==> src/scu_pkg.sv <==
`timescale 1ns / 1ps
// Shared types and constants for the sensor calibration unit.
// No dependencies.
package scu_pkg;

   localparam int QBITS = 13;           // quotient bits of the divider
   localparam int DW    = 29;           // dividend width after the range check
   localparam int NW    = 34;           // prepared numerator width

   localparam logic signed [16:0] TEMP_REF  = 17'sd250;
   localparam logic [30:0]        RECIP_K   = 31'd1099511627; // floor(2^40 / 1000)
   localparam int                 RECIP_SH  = 40;
   localparam logic [15:0]        THOUSAND  = 16'd1000;
   localparam logic [15:0]        ADC_FULL  = 16'd4095;
   localparam logic [15:0]        PCT_MAX   = 16'd100;
   localparam logic [15:0]        BATT_MAX  = 16'd5000;

   localparam logic [2:0] CSR_IS_CAL = 3'd0;
   localparam logic [2:0] CSR_DRY    = 3'd1;
   localparam logic [2:0] CSR_WET    = 3'd2;
   localparam logic [2:0] CSR_COEF   = 3'd3;
   localparam logic [2:0] CSR_OFFSET = 3'd4;
   localparam logic [2:0] CSR_SCALE  = 3'd5;

   typedef struct packed {
      logic        is_cal;
      logic [15:0] dry;
      logic [15:0] wet;
      logic [15:0] coef;
      logic [15:0] offset;
      logic [15:0] scale;
   } scu_cfg_type;

   typedef struct packed {
      logic        pass;
      logic        force0;
      logic        sat;
      logic        batt;
      logic [15:0] raw;
   } scu_tag_type;

endpackage

==> src/scu_div.sv <==
`timescale 1ns / 1ps
// Pipelined restoring divider, one quotient bit per stage.
// Uses scu_pkg.
module scu_div (
   input  logic                   clock,
   input  logic                   reset,
   input  logic                   adv,
   input  logic                   in_valid,
   input  logic [scu_pkg::DW-1:0] in_num,
   input  logic [15:0]            in_den,
   input  scu_pkg::scu_tag_type   in_tag,
   output logic                   out_valid,
   output logic [scu_pkg::QBITS-1:0] out_quo,
   output scu_pkg::scu_tag_type   out_tag
);
   import scu_pkg::*;

   logic              v_ff   [QBITS];
   logic [DW-1:0]     rem_ff [QBITS];
   logic [QBITS-1:0]  quo_ff [QBITS];
   logic [15:0]       den_ff [QBITS];
   scu_tag_type       tag_ff [QBITS];

   logic [DW-1:0]     rem_src [QBITS];
   logic [QBITS-1:0]  quo_src [QBITS];
   logic [15:0]       den_src [QBITS];
   logic [DW-1:0]     rem_in  [QBITS];
   logic [QBITS-1:0]  quo_in  [QBITS];
   logic [DW:0]       sh      [QBITS];

   always_comb begin
      for (int i = 0; i < QBITS; i++) begin
         rem_src[i] = (i == 0) ? in_num : rem_ff[(i == 0) ? 0 : i-1];
         quo_src[i] = (i == 0) ? '0     : quo_ff[(i == 0) ? 0 : i-1];
         den_src[i] = (i == 0) ? in_den : den_ff[(i == 0) ? 0 : i-1];
         sh[i]      = (DW+1)'(den_src[i]) << (QBITS-1-i);
         rem_in[i]  = rem_src[i];
         quo_in[i]  = quo_src[i];
         if ({1'b0, rem_src[i]} >= sh[i]) begin
            rem_in[i]               = rem_src[i] - sh[i][DW-1:0];
            quo_in[i][QBITS-1-i]    = 1'b1;
         end
      end
   end

   always_ff @(posedge clock) begin
      if (reset) begin
         for (int i = 0; i < QBITS; i++) v_ff[i] <= 1'b0;
      end else if (adv) begin
         for (int i = 0; i < QBITS; i++) v_ff[i] <= (i == 0) ? in_valid : v_ff[(i == 0) ? 0 : i-1];
      end
   end

   always_ff @(posedge clock) begin
      if (adv) begin
         for (int i = 0; i < QBITS; i++) begin
            rem_ff[i] <= rem_in[i];
            quo_ff[i] <= quo_in[i];
            den_ff[i] <= den_src[i];
            tag_ff[i] <= (i == 0) ? in_tag : tag_ff[(i == 0) ? 0 : i-1];
         end
      end
   end

   assign out_valid = v_ff[QBITS-1];
   assign out_quo   = quo_ff[QBITS-1];
   assign out_tag   = tag_ff[QBITS-1];

endmodule

==> config.mk <==
export PLATFORM = sky130hd
export DESIGN_NAME = scu_div
export DESIGN_NICKNAME = d
export VERILOG_FILES = /design/src/scu_pkg.sv /design/src/scu_div.sv
export SDC_FILE = /design/constraint.sdc
export NUM_CORES = 1
export LEC_CHECK = 0
export BUFFER_PORTS_ARGS = -buffer_cell sky130_fd_sc_hd__buf_2
export CORE_MARGIN = 2
export CORE_UTILIZATION = 45
export DETAILED_ROUTE_END_ITERATION = 16
export GPL_ROUTABILITY_DRIVEN = 0
export PLACE_DENSITY = 0.62
export SYNTH_ARGS = -nofsm -noshare
export SYNTH_HDL_FRONTEND = slang
export SYNTH_SLANG_ARGS = --single-unit
==> constraint.sdc <==
create_clock -name clock -period 8.4 [get_ports clock]
set_input_delay 1.68 -clock clock [delete_from_list [all_inputs] [get_ports clock]]
set_output_delay 1.68 -clock clock [all_outputs]
set_load 0.01 [all_outputs]
Word level (Yosys, flattened, before mapping)

Memories as Yosys holds them, arrays and structs flattened.
Index checks and enable logic that the tools add are counted.

Bits in registers: 0
Memory bits (writable): 1027
Bits of input ports: 69
Output and inout port bits: 34
Logic and storage cells: 89
Memories: 5

$add $sub $neg: 13
Order comparisons: 13
Muxes and demuxes: 45
Bitwise gates (word level): 13

Memory list:

| memory | depth | bits a word | rd ports | clocked after Yosys merged registers in | write ports | RTL line      | source |
|---|---|---|---|---|---|---|---|
| rem_ff | 13    | 29          | 12       | 0                                       | 13          | scu_div.sv:19 | `logic [DW-1:0] rem_ff [QBITS];` |
| tag_ff | 13    | 20          | 13       | 0                                       | 13          | scu_div.sv:22 | `scu_tag_type tag_ff [QBITS];` |
| den_ff | 13    | 16          | 12       | 0                                       | 13          | scu_div.sv:21 | `logic [15:0] den_ff [QBITS];` |
| quo_ff | 13    | 13          | 13       | 0                                       | 13          | scu_div.sv:20 | `logic [QBITS-1:0] quo_ff [QBITS];` |
| v_ff   | 13    | 1           | 13       | 0                                       | 13          | scu_div.sv:18 | `logic v_ff [QBITS];` |

Operators with widths:

| operator         | count |
|---|---|
| $mux W29         | 13 |
| $mux W1          | 32 |
| $ge A29 B16 Y1   | 1 |
| $ge A29 B17 Y1   | 1 |
| $ge A29 B18 Y1   | 1 |
| $ge A29 B19 Y1   | 1 |
| $ge A29 B20 Y1   | 1 |
| $ge A29 B21 Y1   | 1 |
| $ge A29 B22 Y1   | 1 |
| $ge A29 B23 Y1   | 1 |
| $ge A29 B24 Y1   | 1 |
| $ge A29 B25 Y1   | 1 |
| $ge A29 B26 Y1   | 1 |
| $ge A29 B27 Y1   | 1 |
| $ge A29 B28 Y1   | 1 |
| $sub A29 B16 Y29 | 1 |
| $sub A29 B17 Y29 | 1 |
| $sub A29 B18 Y29 | 1 |
| $sub A29 B19 Y29 | 1 |
| $sub A29 B20 Y29 | 1 |
| $sub A29 B21 Y29 | 1 |
| $sub A29 B22 Y29 | 1 |
| $sub A29 B23 Y29 | 1 |
| $sub A29 B24 Y29 | 1 |
| other kinds (5)  | 17 |

Depth between registers and ports, before layout

Word-level depth: 4
Mapped depth: 14
Gate-level depth less buffers: 13

Least setup slack after synthesis

No wires, ideal clock.

Kind: input to register
Start: input port in_den[5]
End: memory rem_ff[0][27], data pin
Library setup time: 0.270 ns
Arrival time: 3.442 ns
Required time: 8.130 ns
Path slack: 4.688 ns
Cell stages on the path: 10
Path buffers: 1
Cell sequence: inv_1 > ha_1 > or2_2 > a21oi_1 > a31oi_1 > o21a_1 > o21ai_1 > a211o_1 > clkbuf_1 > o21ai_0

RTL lines:

| what            | RTL line      | source |
|---|---|---|
| start, declared | scu_div.sv:10 | `input logic [15:0] in_den,` |
| end, declared   | scu_div.sv:19 |  |

==> results.tsv <==
stage	metric	value	unit
status	outcome	completed	
pwr	p_switching	0.00440	W
pwr	power_frac_comb	27.4	%
cts	cts_resized	0	
drt	vias	23528	
cts	clk_latency	0.66	ns
logic_synthesis	synth.avg_cell_area	13.3	um^2
cts	cts_sinks	904	
sta	relSlewSlack	25.7	%
pwr	leakagePower	17.5	nW
worst_setup_path	arrival	4.54	ns
logic_synthesis	yosysSeqAreaShare	65.5	%
cts	cts_tree	yes	
drt	vias_per_cell	5.20	
global_route	grt_pass1_vias	23335	
finish	layout.cells.non_filler	4523	
worst_setup_path	r2r_cells	12	
worst_hold_path	holdPathStages	0	
finish	num_antenna_cells	0	
worst_setup_path	setup.worst_path.end_class	register	
logic_synthesis	netlist-cell-type-count	82	
sta	final_hold_viol_count	0	
sta	drv_slew	0	
logic_synthesis	yosysTopAreaCell	edfxtp_1	
cts	clock_path_buffers	3	
worst_setup_path	path_class	primary input to register	
worst_setup_path	start_kind	primary input	
logic_synthesis	ys_warn_count	0	
global_route	antenna_found_initial	0	
die	rows	111	
finish	layout.nets	3554	
logic_synthesis	synth_nets	3401	
sta	max_freq	0.248	GHz
pwr	irDropWorstVdd	0.168	mV
sta	fin_tns_setup	0	ns
worst_setup_path	r2r-start	rem_ff[0][67]$_DFFE_PP_	
drt	antenna_left	0	
sta	holdWs	0.404	ns
global_route	grt-ovfl-total	0	
flow_run	drv_cap	0	
sta	layout_min_cycle_time	4.03	ns
drt	drc	0	
logic_synthesis	yosysTopAreaCellShare	65.5	%
die	dieArea	94500	um^2
worst_setup_path	regToRegEndpoint	rem_ff[0][105]$_DFFE_PP_	
worst_setup_path	rrSetupSlack	4.88	ns
placed_design	placed_area	43300	um^2
logic_synthesis	synth_seq_cells	904	
drt	wl	73200	um
die	die_w	307	um
die	ios	103	
cts	postCtsSetupRepairBufs	0	
logic_synthesis	syn_area	41400	um^2
placed_design	dp.cells	4353	
pwr	seqPwrFrac	44.9	%
cts	clockRootBuffer	clkbuf_16	
worst_setup_path	critPathMaxFanout	34	
global_route	grt_pass1_wl	119000	um
pwr	internal-power	0.00994	W
logic_synthesis	synthCells	3112	
pwr	swShare	30.7	%
finish	stdcell_area	46300	um^2
sta	tightest_slew	1.11	ns
worst_hold_path	hp-class	register to register	
pwr	p_clk_share	27.7	%
cts	ctsHtreeMaxLevel	3	
finish	drive_above_1_share	8.93	%
cts	hold_buffers	0	
logic_synthesis	ys.flop_type	edfxtp_1	
die	start_util	45.3	%
global_route	track_usage	15.7	%
die	coreArea	91500	um^2
sta	setup_viol	0	
placed_design	io_buffers	102	
logic_synthesis	synth_edf_count	904	
worst_hold_path	worstHoldStart	tag_ff[10][3]$_DFFE_PP_	
finish	final_core_util	50.6	%
logic_synthesis	async_flop_share	0	%
drt	wl_per_cell	16.2	um
placed_design	place_hpwl	52300	um
die	die_h	307	um
drt	drt_iter0_markers	1432	
cts	clk_pin_slew_worst_paths	0.06	ns
pwr	p_per_area	310	nW/um^2
global_route	grt_max_degree	203	
logic_synthesis	synth_area_leaders	edfxtp_1 (66%), ha_1 (6.3%), xor2_1 (2.4%), inv_1 (2.4%), a21oi_1 (2.3%)	
drt	first_pass_iters	5	
finish	area_growth	11.8	%
sta	min_period_over_period	48.0	%
sta	finClkSkew	0.0164	ns
cts	cts_buffers	96	
worst_setup_path	cp_data_required_time	8.91	ns
worst_hold_path	holdPathEnd	tag_ff[11][3]$_DFFE_PP_	
sta	rsz0062_at_grt	false	
==> Yosys cell counts, types with 12 or more instances <==
cell type and instances:
nand3_1 35, ha_1 208, and2_1 22, nor2_1 179, nor2b_1 35, nor3_1 55, or3_1 25, o21bai_1 19
a21o_1 67, a21oi_1 191, clkbuf_1 37, edfxtp_1 904, o21ai_0 187, xor2_1 113, o21a_1 24, a211o_1 14
nand2b_1 34, inv_1 261, mux2_2 18, nor4_1 32, a31oi_1 15, nand2_1 221, and3_1 16, fa_1 12
o31ai_1 21, xnor2_1 105, buf_4 16, a211oi_1 21, nand4_1 33
==> cells in the final DEF, fill, tap and decap left out, drive strengths merged, types with 16 or more instances in the layout <==
master,synthesis,final
a211oi,22,22
a21o,67,67
a21oi,191,191
and2,22,22
and3,16,16
buf,27,119
clkbuf,37,117
clkinv,0,40
edfxtp,904,904
ha,208,208
inv,263,268
mux2,24,24
nand2,221,221
nand2b,34,34
nand3,35,35
nand4,33,33
nor2,179,179
nor2b,35,35
nor3,57,57
nor4,34,34
o21a,24,24
o21ai,189,189
o21bai,19,19
o31ai,21,21
or3,25,25
xnor2,105,105
xor2,113,113
==> cell families after synthesis <==
family / synth area share [%]
compound gates: 9.95
xor+xnor: 4.61
fa+ha+maj: 6.86
buf+inv: 3.14
flops: 65.5
mux: 0.749
simple gates: 9.18
==> how the worst max path moves through the flow <==
stage | start | to | slack (ns)
final | in_den[6] | rem_ff[0][28]$_DFFE_PP_ | 4.37
after global routing | in_den[6] | rem_ff[0][28]$_DFFE_PP_ | 4.22
after CTS | in_den[6] | rem_ff[0][28]$_DFFE_PP_ | 4.40
after detailed placement | in_den[6] | rem_ff[0][28]$_DFFE_PP_ | 3.68
after global placement | in_den[6] | rem_ff[0][28]$_DFFE_PP_ | 3.75
after floorplan | in_den[5] | rem_ff[0][27]$_DFFE_PP_ | 4.69
==> state kept, by name, summed over array words and instances, names as in the netlist <==
register / count
rem_ff: 348
tag_ff: 260
v_ff: 13
den_ff: 192
quo_ff: 91
==> worst max-delay path, cell delays in order <==
cell and delay (ns):
buf_2 0.09, inv_1 0.03, ha_1 0.37, nor4b_1 0.37, nand4_1 0.16, nor3_1 0.37
o21a_1 0.17, o21ai_1 0.06, a211o_1 0.61, or3_1 0.46, o22ai_1 0.16
==> metrics by stage <==
step / worst slack, ns / total power (W)
after global placement: 3.75 / 0.0104
after CTS: 4.40 / 0.0145
after global routing: 4.22 / 0.0152
after detailed placement: 3.68 / 0.0105
after floorplan: 4.69 / 0.00935
final: 4.37 / 0.0143
==> power groups by stage <==
stage	Clock, W	Combinational (W)	Sequential (W)
finish	0.00397	0.00393	0.00644
global route	0.00429	0.00443	0.00653
CTS	0.00411	0.00394	0.00644
detailed placement	0	0.00392	0.00653
global placement	0	0.00388	0.00653
floorplan	0	0.00300	0.00634
==> final cells by class <==
type	instances	area, um^2
tap	1186	1480
timing repair buffer	119	698
sequential	904	27100
inverter	263	990
clock buffer	117	2480
fill	7868	45200
clock inverter	53	497
multi-input combinational	1881	13000
==> per-layer routing <==
metal	up-vias	share of wire [%]	GRT usage [%]	routed length [um]
met5	-	0	0	0
met4	0	4.5	8.08	3300
met3	167	3.8	2.63	2770
met2	424	50	27.9	37000
met1	11066	41	18.3	30200
li1	11871	-	-	-
Power figures use the tool's default switching activity.
