File: config.mk
export PLATFORM = sky130hd
export DESIGN_NAME = scu_front
export DESIGN_NICKNAME = d
export VERILOG_FILES = /design/src/scu_pkg.sv /design/src/scu_front.sv
export SDC_FILE = /design/constraint.sdc
export NUM_CORES = 2
export LEC_CHECK = 0
export BUFFER_PORTS_ARGS = -buffer_cell sky130_fd_sc_hd__buf_2
export CORE_ASPECT_RATIO = 2
export CORE_MARGIN = 1
export CORE_UTILIZATION = 35
export DETAILED_ROUTE_END_ITERATION = 8
export MAX_ROUTING_LAYER = met4
export PLACE_DENSITY_LB_ADDON = 0.2
export SYNTH_ARGS = -nofsm -noshare
export SYNTH_HDL_FRONTEND = slang
export SYNTH_SLANG_ARGS = --single-unit
File: constraint.sdc
create_clock -name clock -period 11.3 [get_ports clock]
set_input_delay 2.26 -clock clock [delete_from_list [all_inputs] [get_ports clock]]
set_output_delay 2.26 -clock clock [all_outputs]
set_load 0.005 [all_outputs]
File: src/scu_pkg.sv
`timescale 1ns / 1ps
// Shared types and constants for the sensor calibration unit.
// No dependencies.
package scu_pkg;

   localparam int QBITS = 13;           // quotient bits of the divider
   localparam int DW    = 29;           // dividend width after the range check
   localparam int NW    = 34;           // prepared numerator width

   localparam logic signed [16:0] TEMP_REF  = 17'sd250;
   localparam logic [30:0]        RECIP_K   = 31'd1099511627; // floor(2^40 / 1000)
   localparam int                 RECIP_SH  = 40;
   localparam logic [15:0]        THOUSAND  = 16'd1000;
   localparam logic [15:0]        ADC_FULL  = 16'd4095;
   localparam logic [15:0]        PCT_MAX   = 16'd100;
   localparam logic [15:0]        BATT_MAX  = 16'd5000;

   localparam logic [2:0] CSR_IS_CAL = 3'd0;
   localparam logic [2:0] CSR_DRY    = 3'd1;
   localparam logic [2:0] CSR_WET    = 3'd2;
   localparam logic [2:0] CSR_COEF   = 3'd3;
   localparam logic [2:0] CSR_OFFSET = 3'd4;
   localparam logic [2:0] CSR_SCALE  = 3'd5;

   typedef struct packed {
      logic        is_cal;
      logic [15:0] dry;
      logic [15:0] wet;
      logic [15:0] coef;
      logic [15:0] offset;
      logic [15:0] scale;
   } scu_cfg_type;

   typedef struct packed {
      logic        pass;
      logic        force0;
      logic        sat;
      logic        batt;
      logic [15:0] raw;
   } scu_tag_type;

endpackage

File: src/scu_front.sv
`timescale 1ns / 1ps
// Front stages: temperature term, battery product, numerator/divisor prep.
// Uses scu_pkg.
module scu_front (
   input  logic                clock,
   input  logic                reset,
   input  logic                adv,
   input  logic                in_valid,
   input  logic                in_kind,
   input  logic [15:0]         in_raw,
   input  logic [15:0]         in_temp,
   input  scu_pkg::scu_cfg_type cfg,
   output logic                out_valid,
   output logic [scu_pkg::DW-1:0] out_num,
   output logic [15:0]         out_den,
   output scu_pkg::scu_tag_type out_tag
);
   import scu_pkg::*;

   // stage A
   logic signed [16:0] tdiff;
   logic signed [32:0] tprod;
   logic signed [17:0] bsum;
   logic signed [34:0] bprod;
   logic               a_valid_ff;
   logic               a_kind_ff;
   logic [15:0]        a_raw_ff;
   logic               a_tneg_ff;
   logic [30:0]        a_tabs_ff;
   logic signed [34:0] a_bprod_ff;
   // stage B
   logic [61:0]        tmul;
   logic               b_valid_ff;
   logic               b_kind_ff;
   logic [15:0]        b_raw_ff;
   logic               b_tneg_ff;
   logic [30:0]        b_tabs_ff;
   logic [21:0]        b_q0_ff;
   logic signed [34:0] b_bprod_ff;
   // stage C
   logic [31:0]        q0x;
   logic [31:0]        rem;
   logic [21:0]        tq;
   logic signed [23:0] tc;
   logic signed [23:0] diff_in;
   logic               c_valid_ff;
   logic               c_kind_ff;
   logic [15:0]        c_raw_ff;
   logic signed [23:0] c_diff_ff;
   logic signed [34:0] c_bprod_ff;
   // stage D
   logic signed [30:0] mnum;
   logic signed [16:0] mrange;
   logic [NW-1:0]      num_sel;
   logic [15:0]        den_sel;
   logic               force0_sel;
   logic               pass_sel;
   logic [NW-1:0]      den_top;
   logic               d_valid_ff;
   logic [DW-1:0]      d_num_ff;
   logic [15:0]        d_den_ff;
   scu_tag_type        d_tag_ff;

   assign tdiff = $signed({in_temp[15], in_temp}) - TEMP_REF;
   assign tprod = tdiff * $signed(cfg.coef);
   assign bsum  = $signed({2'b00, in_raw}) + $signed({{2{cfg.offset[15]}}, cfg.offset});
   assign bprod = bsum * $signed({1'b0, cfg.scale});

   assign tmul = 62'(a_tabs_ff) * 62'(RECIP_K);

   assign q0x     = 32'(b_q0_ff) * 32'(THOUSAND);
   assign rem     = {1'b0, b_tabs_ff} - q0x;
   assign tq      = b_q0_ff + 22'(rem >= 32'(THOUSAND));
   assign tc      = b_tneg_ff ? -$signed({2'b00, tq}) : $signed({2'b00, tq});
   assign diff_in = $signed({8'd0, b_raw_ff}) + tc - $signed({8'd0, cfg.dry});

   assign mnum   = 31'(c_diff_ff) * 31'sd100;
   assign mrange = $signed({1'b0, cfg.wet}) - $signed({1'b0, cfg.dry});

   always_comb begin
      num_sel    = '0;
      den_sel    = 16'd1;
      force0_sel = 1'b0;
      pass_sel   = 1'b0;
      priority if (c_kind_ff && !cfg.is_cal) begin
         pass_sel = 1'b1;
      end else if (c_kind_ff) begin
         force0_sel = c_bprod_ff[34];
         num_sel    = c_bprod_ff[NW-1:0];
         den_sel    = THOUSAND;
      end else if (!cfg.is_cal) begin
         num_sel = NW'(c_raw_ff) * NW'(PCT_MAX);
         den_sel = ADC_FULL;
      end else begin
         num_sel    = mnum[30] ? NW'(-mnum) : NW'(mnum);
         den_sel    = (mrange == 17'sd0) ? 16'd1 :
                      (mrange[16] ? 16'(-mrange) : mrange[15:0]);
         force0_sel = mnum[30] ^ mrange[16];
      end
   end

   assign den_top = NW'({den_sel, {QBITS{1'b0}}});

   always_ff @(posedge clock) begin
      if (reset) begin
         a_valid_ff <= 1'b0;
         b_valid_ff <= 1'b0;
         c_valid_ff <= 1'b0;
         d_valid_ff <= 1'b0;
      end else if (adv) begin
         a_valid_ff <= in_valid;
         b_valid_ff <= a_valid_ff;
         c_valid_ff <= b_valid_ff;
         d_valid_ff <= c_valid_ff;
      end
   end

   always_ff @(posedge clock) begin
      if (adv) begin
         a_kind_ff  <= in_kind;
         a_raw_ff   <= in_raw;
         a_tneg_ff  <= tprod[32];
         a_tabs_ff  <= tprod[32] ? 31'(-tprod) : tprod[30:0];
         a_bprod_ff <= bprod;

         b_kind_ff  <= a_kind_ff;
         b_raw_ff   <= a_raw_ff;
         b_tneg_ff  <= a_tneg_ff;
         b_tabs_ff  <= a_tabs_ff;
         b_q0_ff    <= tmul[RECIP_SH+21:RECIP_SH];
         b_bprod_ff <= a_bprod_ff;

         c_kind_ff  <= b_kind_ff;
         c_raw_ff   <= b_raw_ff;
         c_diff_ff  <= diff_in;
         c_bprod_ff <= b_bprod_ff;

         d_num_ff        <= num_sel[DW-1:0];
         d_den_ff        <= den_sel;
         d_tag_ff.pass   <= pass_sel;
         d_tag_ff.force0 <= force0_sel;
         d_tag_ff.sat    <= num_sel >= den_top;
         d_tag_ff.batt   <= c_kind_ff;
         d_tag_ff.raw    <= c_raw_ff;
      end
   end

   assign out_valid = d_valid_ff;
   assign out_num   = d_num_ff;
   assign out_den   = d_den_ff;
   assign out_tag   = d_tag_ff;

endmodule

Word level (Yosys, flattened, before mapping) --
Index checks and enable logic that the tools add are counted.
Storage, ports and cells: output and inout bits 66, flip-flop bits (word level) 335, input port bits 118, word-level logic and storage cells 63
Operators by class: add/sub/neg operators 11, muxes and demuxes 14, order comparisons 2, multiply operators 6, bitwise logic cells 1, reductions and logical operators 3
Operators with widths (count):
- 34-bit two-way mux | 4
- 16-bit two-way mux | 5
- 31-bit by 31-bit multiplier with 62-bit output, second input constant | 1
- 18-bit by 17-bit multiplier with 35-bit output | 1
- 34-bit by 29-bit greater-or-equal comparator with 1-bit output | 1
- 31-bit negation with 34-bit output | 1
- 17-bit by 16-bit multiplier with 33-bit output | 1
- 32-bit by 10-bit greater-or-equal comparator with 1-bit output, second input constant | 1
- 31-bit by 32-bit subtractor with 32-bit output | 1
- 31-bit two-way mux | 1
- 31-bit negation | 1
- 22-bit by 7-bit multiplier with 29-bit output, second input constant | 1
- 24-bit by 6-bit multiplier with 29-bit output, second input constant | 1
- 17-bit by 24-bit adder with 24-bit output | 1
- 24-bit two-way mux | 1
- 22-bit negation with 24-bit output | 1
- 24-bit by 17-bit subtractor with 24-bit output | 1
- 22-bit by 1-bit adder with 22-bit output | 1
- 16-bit by 5-bit multiplier with 21-bit output, second input constant | 1
- 17-bit by 16-bit adder with 18-bit output | 1
- 17-bit zero test | 1
- 16-bit by 16-bit subtractor with 17-bit output | 1
- 16-bit by 9-bit subtractor with 17-bit output, second input constant | 1
- 16-bit negation | 1
- other kinds (4) | 6

Longest topological paths before layout --
word-level depth 8, mapped depth 55, depth with buffers taken out 54

Least setup slack after synthesis --
No wires, ideal clock.
path type register -> register, start register b_q0_ff[0], end register c_diff_ff[23], data pin, data required time 11042 ps, cell stages (with the launch flop) 52, arrival time 11122 ps, slack -80 ps, library setup time 258 ps, cell sequence edfxtp_1 -> fa_1 -> inv_1 -> fa_1 -> fa_1 -> fa_1 -> inv_1 -> ha_1 -> o21ai_0 -> a21oi_1 -> o21ai_0 -> a21oi_1 -> a41o_1 -> o41ai_1 -> o211ai_1 -> o21ai_0 -> nand2b_1 -> xnor2_1 -> [16 not listed] -> nor4_1 -> and2_1 -> nand4b_1 -> o21ai_0 -> xnor2_1 -> fa_1 -> inv_1 -> ha_1 -> a21oi_1 -> o21ai_0 -> o211ai_1 -> a21boi_0 -> o21ai_0 -> a31oi_1 -> o41ai_1 -> o21bai_1 -> a21oi_1 -> xnor2_1
On the way: cells in the longest elaborated chain, start to end 8
RTL lines:
- start, declared | RTL line scu_front.sv:38 | logic [21:0] b_q0_ff;
- start signal, assigned | RTL line scu_front.sv:130 | b_q0_ff <= tmul[RECIP_SH+21:RECIP_SH];
- 22-bit by 7-bit multiplier with 29-bit output | RTL line scu_front.sv:71 | assign q0x = 32'(b_q0_ff) * 32'(THOUSAND);
- 31-bit by 32-bit subtractor with 32-bit output | RTL line scu_front.sv:72 | assign rem = {1'b0, b_tabs_ff} - q0x;
- 32-bit by 10-bit greater-or-equal comparator with 1-bit output | RTL line scu_front.sv:73 | assign tq = b_q0_ff + 22'(rem >= 32'(THOUSAND));
- 22-bit by 1-bit adder with 22-bit output (*) | RTL line scu_front.sv:73
- 22-bit negation with 24-bit output | RTL line scu_front.sv:74 | assign tc = b_tneg_ff ? -$signed({2'b00, tq}) : $signed({2'b00, tq});
- 24-bit two-way mux (*) | RTL line scu_front.sv:74
- 17-bit by 24-bit adder with 24-bit output (*) | RTL line scu_front.sv:75 | assign diff_in = $signed({8'd0, b_raw_ff}) + tc - $signed({8'd0, cfg.dry});
- 24-bit by 17-bit subtractor with 24-bit output (*) | RTL line scu_front.sv:75
- net diff_in[23] | RTL line scu_front.sv:45 | logic signed [23:0] diff_in;
- end signal, assigned | RTL line scu_front.sv:135 | c_diff_ff <= diff_in;
- end, declared | RTL line scu_front.sv:49 | logic signed [23:0] c_diff_ff;
Mark *: on every way through the listed nets, which the timed path passes. The rest lies on a longest branch. A chain may end at the register's enable or synchronous reset.

Worst setup path after layout --
start register b_q0_ff[9], end register c_diff_ff[22], data pin
Same word-level chain as after synthesis.

==> flow_summary.yaml <==
worst_setup_path:
  critPathRequiredTime_ns: 11.64
  slowest_delay_ns: 0.54
  critical-path-slowest-cell: "fa_1"
  path_class: "reg2reg"
  crit_path_frequent_cell: "fa_1"
  cp_max_fo: 5
  cp_data_arrival_time_ns: 12.05
  start_kind: "register"
  worstSetupEndpointType: "register"
placed_design:
  place_ws_ns: -1.573
  dp_hpwl_um: 155100
  port-buffer-count: 183
  dpl-instance-area_um2: 67790
  gp_congestion: 0.9200
layout:
  seq_area_um2: 9930
  multi_input_area_um2: 45770
  final_net_count: 8762
  syn_to_final_growth_pct: 14.46
  fin_area_um2: 70100
  drive_gt1_frac: 0.1310
  nFillCells: 17358
sta:
  finClkSkew_ns: 0.05076
  setup_slack_ns: -0.4119
  period_needed_ns: 11.71
  period_share: 1.036
  slew_viol_final: 0
  finalHoldViolCount: 0
  worstMarginPinSlew_ns: 1.072
  rsz0062_at_grt: "true"
  timing.fmax_mhz: 85.38
  relSlewSlack: 0.2805
  setup_viol: 9
clock_tree:
  cts-root-buf: "clkbuf_16"
  clkSinkCount: 332
  insertion_delay_ns: 0.63
  tritoncts: "done"
  clk_pin_slew_worst_paths_ns: 0.09
  htree_num_levels: 2
  ctsHoldBuffers: 0
  cts_buffers: 36
  clock_path_buffers: 3
grt:
  antenna_found_initial: 18
  overflow: 0
  grt.total_usage: 0.2134
  grt_pass1_vias: 50355
  grt_max_degree: 132
  grt_pass1_wl_um: 279000
yosys:
  synthFlopType: "edfxtp_1"
  ys_seq_elements: 332
  ys_top_cells_by_count: "inv_1, fa_1, ha_1"
  synth.most_common_cell: "inv_1"
  avgSynthCellArea_um2: 9.866
  ys_top_cells_by_area: "fa_1, ha_1, edfxtp_1, inv_1, xnor2_1"
  synth.distinct_cells: 86
  syn-cell-area_um2: 61250
  yosysWarnings: 0
  synth_top_area_cell: "fa_1"
  yosysSeqAreaShare: 0.1621
  synth_top_area_share: 0.3311
  syn_inst: 6208
  async_flop_share: 0
  synth_edf_count: 328
  syn-num-nets: 8203
floorplan:
  die_area_um2: 176800
  num_rows: 216
  die_y_um: 593.6
  core-area_um2: 173500
  die_x_um: 297.8
  start_util: 0.3530
  ioPinCount: 184
detailed_routing:
  drtIter0Drc: 1365
  vias_per_cell: 4.868
  first_pass_iters: 8
  dr_total_vias: 44298
  routed_wl_um: 179400
  route.detailed.drc: 0
  ant_nets: 0
  wl_per_cell_um: 19.71
hold_path:
  holdCritPathClass: "reg2reg"
outcome:
  status: "finished with violations"
  violations: "negative setup slack"
flow_run:
  max_cap_viol_count: 0
==> critical path: cells and delay by family, from the launching register on <==
| family | cells | cell delay, ns |
|---|---|---|
| buffers and inverters | 10 | 1.17 |
| flip-flops | 1 | 0.41 |
| AND/OR/NAND/NOR | 13 | 2.36 |
| AO/OA/AOI/OAI | 17 | 3.14 |
| XOR/XNOR | 3 | 0.36 |
| adder cells (fa/ha/maj) | 10 | 3.99 |
==> per-layer routing <==
| layer | GRT usage | vias up | share of wire |
|---|---|---|---|
| li1 | - | 20742 | - |
| met1 | 0.1931 | 22397 | 0.33 |
| met2 | 0.4294 | 770 | 0.58 |
| met3 | 0.01615 | 389 | 0.024 |
| met4 | 0.1161 | 0 | 0.064 |
| met5 | - | - | 0 |
==> cell usage in the layout, fill, tap and decap left out, types with 13 or more instances in the layout <==
cell	n
inv_1	1553
fa_1	1006
ha_1	839
nand2_1	453
buf_4	442
edfxtp_1	328
and2_1	236
xnor2_1	218
buf_2	182
a21oi_1	181
nor2_1	177
o21ai_0	134
xor2_1	90
a21o_1	85
nor3_1	63
o21a_1	55
nor2b_1	54
nand3_1	50
clkbuf_16	36
nand2b_1	35
a31oi_1	28
nand4_1	26
o21bai_1	24
and3_1	21
or2_2	20
inv_2	18
a211oi_1	18
o211ai_1	18
diode_2	17
nor4_1	17
mux2i_1	17
ha_4	15
o21ai_2	14
o31ai_1	14
or3_1	13
==> path summary, 6_finish.rpt <==
check / from / end / slack, ns / depth (start not counted)
hold reg to reg: a_bprod_ff[4] / b_bprod_ff[4] / 0.38 / 0
hold / removal: a_bprod_ff[4] / b_bprod_ff[4] / 0.38 / 0
setup / recovery: b_q0_ff[9] / c_diff_ff[22] / -0.41 / 53
setup reg to reg: b_q0_ff[9] / c_diff_ff[22] / -0.41 / 53
==> registers in the layout (all words and copies together) (netlist names), 16 cells and up <==
name,flops
a_bprod_ff,35
b_raw_ff,16
c_bprod_ff,35
c_raw_ff,16
a_tabs_ff,31
b_tabs_ff,28
a_raw_ff,16
out_num,29
c_diff_ff,24
out_den,16
out_tag,20
b_q0_ff,22
b_bprod_ff,35
==> logic make-up (layout without fill, tap and decap cells) <==
logic type | count (synthesis) | after routing | synth area share
fa+ha+maj | 1878 | 1878 | 0.5078
simple gates | 1240 | 1240 | 0.09953
flops | 332 | 332 | 0.1621
compound gates | 725 | 725 | 0.07777
other cells | 0 | 17 | 0
mux | 20 | 20 | 0.003330
xor+xnor | 319 | 319 | 0.04562
buf+inv | 1694 | 2279 | 0.1038
==> timing repair <==
action,in CTS,in global routing
pin swaps,87,62
cloned,0,0
buffers inserted,34,15
resized for setup,140,58
setup endpoints to repair,18,19
==> cell type report <==
class,count,share of cell area
Antenna cell,17,0.0006068
Clock buffer,40,0.01306
Timing Repair Buffer,642,0.06402
Multi-Input combinational cell,4182,0.6529
Clock inverter,24,0.002606
Inverter,1573,0.08426
Sequential cell,332,0.1416
Tap cell,2289,0.04085
==> through the flow <==
stage | std cells | utilization | hold WS [ns] | TNS, ns
floorplan | 6208 | - | 0.4003 | 0
global placement | 8973 | 0.3907 | 0.4017 | -14.73
detailed placement | 8973 | 0.3907 | 0.4045 | -16.68
CTS | 9070 | 0.4016 | 0.3770 | -1.974
global route | 9097 | 0.4040 | 0.3962 | -7.284
finish | 9099 | 0.4040 | 0.3783 | -2.038
Power is not shown: default switching activity piles up to over one toggle a cycle in this logic, so the estimate is an artifact.
